[src/rtl/framebuffer_pixel_blend_core_defines.svh]
// ---------------------------------------------------------------------------
// Framebuffer pixel blend core: assertion macros
// Shared concurrent assertion forms for the blend core.
// ---------------------------------------------------------------------------
`ifndef FRAMEBUFFER_PIXEL_BLEND_CORE_DEFINES_SVH
`define FRAMEBUFFER_PIXEL_BLEND_CORE_DEFINES_SVH

// Same-cycle implication, masked during reset.
`define FPB_ASSERT_SAME(label, clk, rst, ante, cons, msg) \
   label: assert property (@(posedge clk) disable iff (rst) (ante) |-> (cons)) \
      else $error(msg);

// Next-cycle implication, masked during reset.
`define FPB_ASSERT_NEXT(label, clk, rst, ante, cons, msg) \
   label: assert property (@(posedge clk) disable iff (rst) (ante) |=> (cons)) \
      else $error(msg);

`endif

[src/rtl/fpb_pkg.sv]
// ---------------------------------------------------------------------------
// Framebuffer pixel blend package
// Field widths, opcode and blend mode codes, default frame geometry.
// ---------------------------------------------------------------------------
`default_nettype none

package fpb_pkg;

   localparam int unsigned FRAME_WIDTH_DEFAULT  = 1024;
   localparam int unsigned FRAME_HEIGHT_DEFAULT = 256;

   localparam int unsigned PIXEL_W  = 8;
   localparam int unsigned POS_W    = 12;
   localparam int unsigned MODE_W   = 2;
   localparam int unsigned WEIGHT_W = 3;
   localparam int unsigned VALUE_W  = 9;

   localparam logic OP_BLEND = 1'b0;
   localparam logic OP_READ  = 1'b1;

   localparam logic [MODE_W-1:0] MODE_ADD      = 2'd0;
   localparam logic [MODE_W-1:0] MODE_REPLACE  = 2'd1;
   localparam logic [MODE_W-1:0] MODE_AVERAGE  = 2'd2;
   localparam logic [MODE_W-1:0] MODE_WEIGHTED = 2'd3;

endpackage

`default_nettype wire

[src/rtl/fpb_blend_alu.sv]
// ---------------------------------------------------------------------------
// Pixel blend arithmetic
// Mixes stored pixel and signed operand; saturates to 0..255 except REPLACE.
// ---------------------------------------------------------------------------
`default_nettype none

module fpb_blend_alu (
   input  wire logic        [fpb_pkg::PIXEL_W-1:0]  stored_pixel,
   input  wire logic        [fpb_pkg::MODE_W-1:0]   blend_mode,
   input  wire logic        [fpb_pkg::WEIGHT_W-1:0] blend_weight,
   input  wire logic signed [fpb_pkg::VALUE_W-1:0]  pixel_value,
   output logic             [fpb_pkg::PIXEL_W-1:0]  blend_pixel
);

   function automatic logic [fpb_pkg::PIXEL_W-1:0] clamp_pixel(input logic signed [13:0] s);
      logic [fpb_pkg::PIXEL_W-1:0] r;
      if (s < 0) begin
         r = '0;
      end else if (s > 14'sd255) begin
         r = '1;
      end else begin
         r = s[fpb_pkg::PIXEL_W-1:0];
      end
      return r;
   endfunction

   logic signed [13:0] p_ext;
   logic signed [13:0] v_ext;
   logic        [3:0]  inv_w;
   logic signed [13:0] wt_old;
   logic signed [13:0] wt_new;
   logic signed [13:0] add_sum;
   logic signed [13:0] mix_sum;

   assign p_ext   = {6'b0, stored_pixel};
   assign v_ext   = {{5{pixel_value[fpb_pkg::VALUE_W-1]}}, pixel_value};
   assign inv_w   = 4'd8 - {1'b0, blend_weight};
   assign wt_old  = {10'b0, inv_w};
   assign wt_new  = {11'b0, blend_weight};
   assign add_sum = p_ext + v_ext;
   assign mix_sum = (p_ext * wt_old) + (v_ext * wt_new);

   // Negative sums clamp to zero, so an arithmetic shift gives the same
   // answer as division truncating toward zero.
   always_comb begin
      unique case (blend_mode)
         fpb_pkg::MODE_ADD:      blend_pixel = clamp_pixel(add_sum);
         fpb_pkg::MODE_REPLACE:  blend_pixel = pixel_value[fpb_pkg::PIXEL_W-1:0];
         fpb_pkg::MODE_AVERAGE:  blend_pixel = clamp_pixel(add_sum >>> 1);
         fpb_pkg::MODE_WEIGHTED: blend_pixel = clamp_pixel(mix_sum >>> 3);
         default:                blend_pixel = '0;
      endcase
   end

endmodule

`default_nettype wire

[config.mk]
export PLATFORM = sky130hd
export DESIGN_NAME = fpb_blend_alu
export DESIGN_NICKNAME = d
export VERILOG_FILES = /design/src/rtl/framebuffer_pixel_blend_core_defines.svh /design/src/rtl/fpb_pkg.sv /design/src/rtl/fpb_blend_alu.sv
export SDC_FILE = /design/constraint.sdc
export NUM_CORES = 1
export LEC_CHECK = 0
export BUFFER_PORTS_ARGS = -buffer_cell sky130_fd_sc_hd__buf_2
export CORE_MARGIN = 2
export CORE_UTILIZATION = 45
export DETAILED_ROUTE_END_ITERATION = 12
export GPL_ROUTABILITY_DRIVEN = 0
export PLACE_DENSITY = 0.7
export RECOVER_POWER = 50
export SLEW_MARGIN = 20
export SYNTH_ARGS = -nofsm -noshare
export SYNTH_HDL_FRONTEND = slang
export SYNTH_SLANG_ARGS = --single-unit
[constraint.sdc]
create_clock -name vclk -period 15.6
set_input_delay 0.78 -clock vclk [all_inputs]
set_output_delay 0.78 -clock vclk [all_outputs]
set_load 0.005 [all_outputs]
* After elaboration in Yosys (flattened, before gate mapping)
Index checks and enable logic that the tools add are counted.
** Word-level totals
- Register bits :: 0
- Word-level logic and storage cells :: 22
** Cells by class
- Equal/unequal tests :: 3
- Mux-type cells :: 7
- $mul :: 2
- Add/sub/neg operators :: 3
- Reduce and logical (&&, ||, !) cells :: 1
- Magnitude comparators :: 6
** Operators with widths (count)
- 8-bit two-way mux :: 6
- 8-bit one-hot mux with 4 select lines :: 1
- 13-bit by 13-bit adder with 14-bit output :: 1
- 9-bit by 4-bit multiplier with 13-bit output :: 1
- 8-bit by 4-bit multiplier with 12-bit output :: 1
- 11-bit by 9-bit > comparator with 1-bit output (second input constant) :: 1
- 11-bit by 1-bit less-than comparator with 1-bit output (second input constant) :: 1
- 9-bit by 9-bit adder with 10-bit output :: 1
- 10-bit by 9-bit > comparator with 1-bit output (second input constant) :: 1
- 10-bit by 1-bit less-than comparator with 1-bit output (second input constant) :: 1
- 9-bit > comparator (second input constant) :: 1
- 9-bit by 1-bit less-than comparator with 1-bit output (second input constant) :: 1
- 2-bit == test (second input constant) :: 2
- 4-bit by 3-bit subtractor with 4-bit output (first input constant) :: 1
- 2-bit by 1-bit == test with 1-bit output (second input constant) :: 1
- 2-bit logical NOT :: 1

* Logic depth before layout (Yosys ltp)
- Word-level depth :: 7
- Mapped depth :: 26

* Worst setup path before layout
Ideal clock, no wire load.
- Path kind :: input-to-output
- Start point :: input blend_weight[0] (netlist name)
- End point :: output blend_pixel[7] (netlist name)
- Cell stages on the path :: 24
- Path buffers :: 1
- Required time :: 14820 ps
- Setup slack :: 8373 ps
- Arrival :: 6447 ps
- Path through :: clkbuf_1 -> inv_1 -> ha_1 -> xnor2_1 -> nand2_1 -> fa_1 -> fa_1 -> inv_1 -> ha_1 -> a21o_1 -> a21oi_1 -> nand2b_1 -> a21boi_0 -> o41ai_1 -> nand3_1 -> o311ai_0 -> fa_1 -> ha_1 -> and2_1 -> a221o_1 -> or3_1 -> a21o_2 -> o21bai_1 -> o211ai_2
** Between the ends
- Cells in the longest elaborated chain, start to end :: 7
- Elaborated cells between the ends (all ways) :: 9
- Classes of those cells :: add/sub: 2; mul: 2; order compare: 2; mux: 3
** RTL lines
- start: declaration :: line fpb_blend_alu.sv:10 : input wire logic [fpb_pkg::WEIGHT_W-1:0] blend_weight,
- 4-bit by 3-bit subtractor with 4-bit output :: line fpb_blend_alu.sv:37 : assign inv_w = 4'd8 - {1'b0, blend_weight};
- 8-bit by 4-bit multiplier with 12-bit output :: line fpb_blend_alu.sv:41 : assign mix_sum = (p_ext * wt_old) + (v_ext * wt_new);
- 13-bit by 13-bit adder with 14-bit output (*) :: line fpb_blend_alu.sv:41
- 11-bit by 9-bit > comparator with 1-bit output :: line fpb_blend_alu.sv:19 : end else if (s > 14'sd255) begin
- 8-bit two-way mux :: line fpb_blend_alu.sv:19
- 8-bit two-way mux (*) :: line fpb_blend_alu.sv:17 : if (s < 0) begin
- 8-bit one-hot mux with 4 select lines (*) :: line fpb_blend_alu.sv:46 : unique case (blend_mode)
- end: declaration :: line fpb_blend_alu.sv:12 : output logic [fpb_pkg::PIXEL_W-1:0] blend_pixel
Mark *: on every way between the ends. The rest lies on a longest branch, timed or not.

* Final worst setup path
Ends and elaborated chain as after synthesis.

==> results.py <==
metrics = {
    "yosys": {
        "synth-warning-count": 0,
        "yosys-top-cells-area": "ha_1, fa_1, and2_1",
        "netlist.area_leader.share_pct": 22.6,
        "synth_top_area_cell": "ha_1",
        "synth_area_sq_um": 2820,
        "ys_seq_area_share_pct": 0,
        "synth_cells": 359,
        "syn-num-nets": 463,
        "yosys.cell_types.count": 45,
        "syn_area_per_cell_sq_um": 7.87,
    },
    "timing": {
        "timing.setup.tns_ps": 0,
        "finalSetupViolCount": 0,
        "hold_viol": 0,
        "worstMarginPinSlew_ps": 740,
        "rsz0062_at_grt": "no",
        "max_freq_mhz": 119,
        "slew-limit-headroom_pct": 50.7,
        "slew_violations": 0,
        "period_needed_ps": 8400,
        "finalCritPeriodShare_pct": 53.8,
    },
    "critical_path": {
        "crit_fanout": 18,
        "cp.required_ps": 14820,
        "arrival_ps": 7620,
        "path_delay_family": "adder cells",
        "slowest_delay_ps": 600,
        "criticalPathCategory": "primary input to output port",
        "cp.buffers_inverters": 4,
        "startpoint_type": "primary input",
        "slowest_stage": "fa_1",
        "worstSetupEndpointType": "output port",
    },
    "cells_and_area": {
        "drive_gt1_share_pct": 8.81,
        "design.seq.count": 0,
        "n_antenna_cell": 0,
        "regArea_sq_um": 0,
        "final_common_cell": "inv_1",
        "clkbuf_count": 0,
        "fillers": 573,
        "fin_nets": 492,
        "syn_to_final_growth_pct": 8.11,
        "final_cell_mix": "inv_1, ha_1, and2_1",
    },
    "power_and_ir_drop": {
        "p_per_area_nw_per_um2": 83.3,
        "leakage_nw": 1.55,
        "ir_worst_vdd_mv": 0.0693,
        "total_power_uw": 254,
    },
    "drt": {
        "vias": 2467,
        "drtIter0Drc": 82,
        "wl_per_cell_um": 13.7,
        "drt_wl_total_um": 6330,
        "viasPerCell": 5.35,
        "drtPass1Iterations": 4,
        "drc_errors": 0,
        "antenna_left": 0,
    },
    "floorplanning": {
        "placementRows": 28,
        "coreArea_sq_um": 5990,
        "die_x_um": 83.2,
        "initial_utilization_pct": 47.1,
        "die_y_um": 83.2,
        "pin_count": 30,
        "die_area_sq_um": 6920,
    },
    "status": {
        "status": "complete, no violations",
    },
    "grt": {
        "met2_usage_pct": 34.4,
        "grt_use_total_pct": 19.1,
        "grt_use_met1_pct": 26.1,
        "gr-usage-met3_pct": 0.596,
        "grt_max_degree": 19,
        "antenna_found_initial": 0,
        "grt_pass1_wl_um": 11400,
        "busiest_layer": "met2",
        "grt_pass1_vias": 2516,
        "grt_overflow_total": 0,
    },
    "job": {
        "cap_violations": 0,
    },
    "hold_path": {
        "hold_class": "primary input to output port",
    },
    "cts": {
        "cts_hold_buf": 0,
        "ctsResizeCount": 0,
        "post-cts-setup-buffer-count": 0,
    },
    "placed_design": {
        "hpwlAfterDp_um": 5480,
        "portBuffers": 30,
    },
}
[synthesized netlist by cell type (5+ instances only)]
| master | n |
|---|---|
| a21o_1 | 5 |
| xnor2_1 | 15 |
| nor2b_1 | 6 |
| nor2_1 | 23 |
| fa_1 | 31 |
| inv_1 | 61 |
| o21ai_0 | 10 |
| xor2_1 | 7 |
| nand2_1 | 30 |
| and2_1 | 44 |
| o221ai_1 | 5 |
| a21oi_1 | 13 |
| o211ai_1 | 5 |
| ha_1 | 51 |
[layout make-up]
type,instances,area [sq um],area share [%]
timing repair buffer,30,148,4.84
multi-input combinational,295,2580,84.6
tap,75,93.8,3.07
inverter,61,229,7.50
[where the power goes]
part           leakage, nW  switching [mW]  internal (mW)  total, mW
logic                 1.55           0.143          0.111      0.254
clock network            0               0              0          0
registers                0               0              0          0
total                 1.55           0.143          0.111      0.254
[cell families after synthesis]
group | synth area share, %
AND/OR/NAND/NOR | 21.5
AO/OA/AOI/OAI | 17.4
XOR/XNOR | 6.82
buffers and inverters | 8.51
multiplexers | 1.20
adder cells (fa/ha/maj) | 44.6
[tightest hold or removal path: cells and delay by family]
kind            cells  cell delay [ps]
compound gates      1               70
simple gates        1               60
buf+inv             2              250
[through the flow]
step                setup slack (ps)  hold slack [ps]  instance area [sq um]  util, %  std cells
global placement                7810             1920                   3060     51.0        461
finish                          7200             1930                   3050     51.0        461
floorplan                       8370             1640                   2820        -        359
CTS                             7570             1930                   3060     51.0        461
global route                    6670             1950                   3050     51.0        461
detailed placement              7580             1930                   3060     51.0        461
[path summary, 6_finish.rpt]
check | from | slack, ps | to | depth (start not counted)
min | pixel_value[3] | 1930 | blend_pixel[3] | 4
max | blend_weight[0] | 7200 | blend_pixel[7] | 25
[per-layer routing]
metal  up-vias  share of wire, %  wire length [um]
li1       1256                 -                 -
met4         0              0.96                61
met2        43                48              3060
met3         4               2.8               180
met5         -                 0                 0
met1      1164                48              3030
Power figures use the tool's default switching activity.
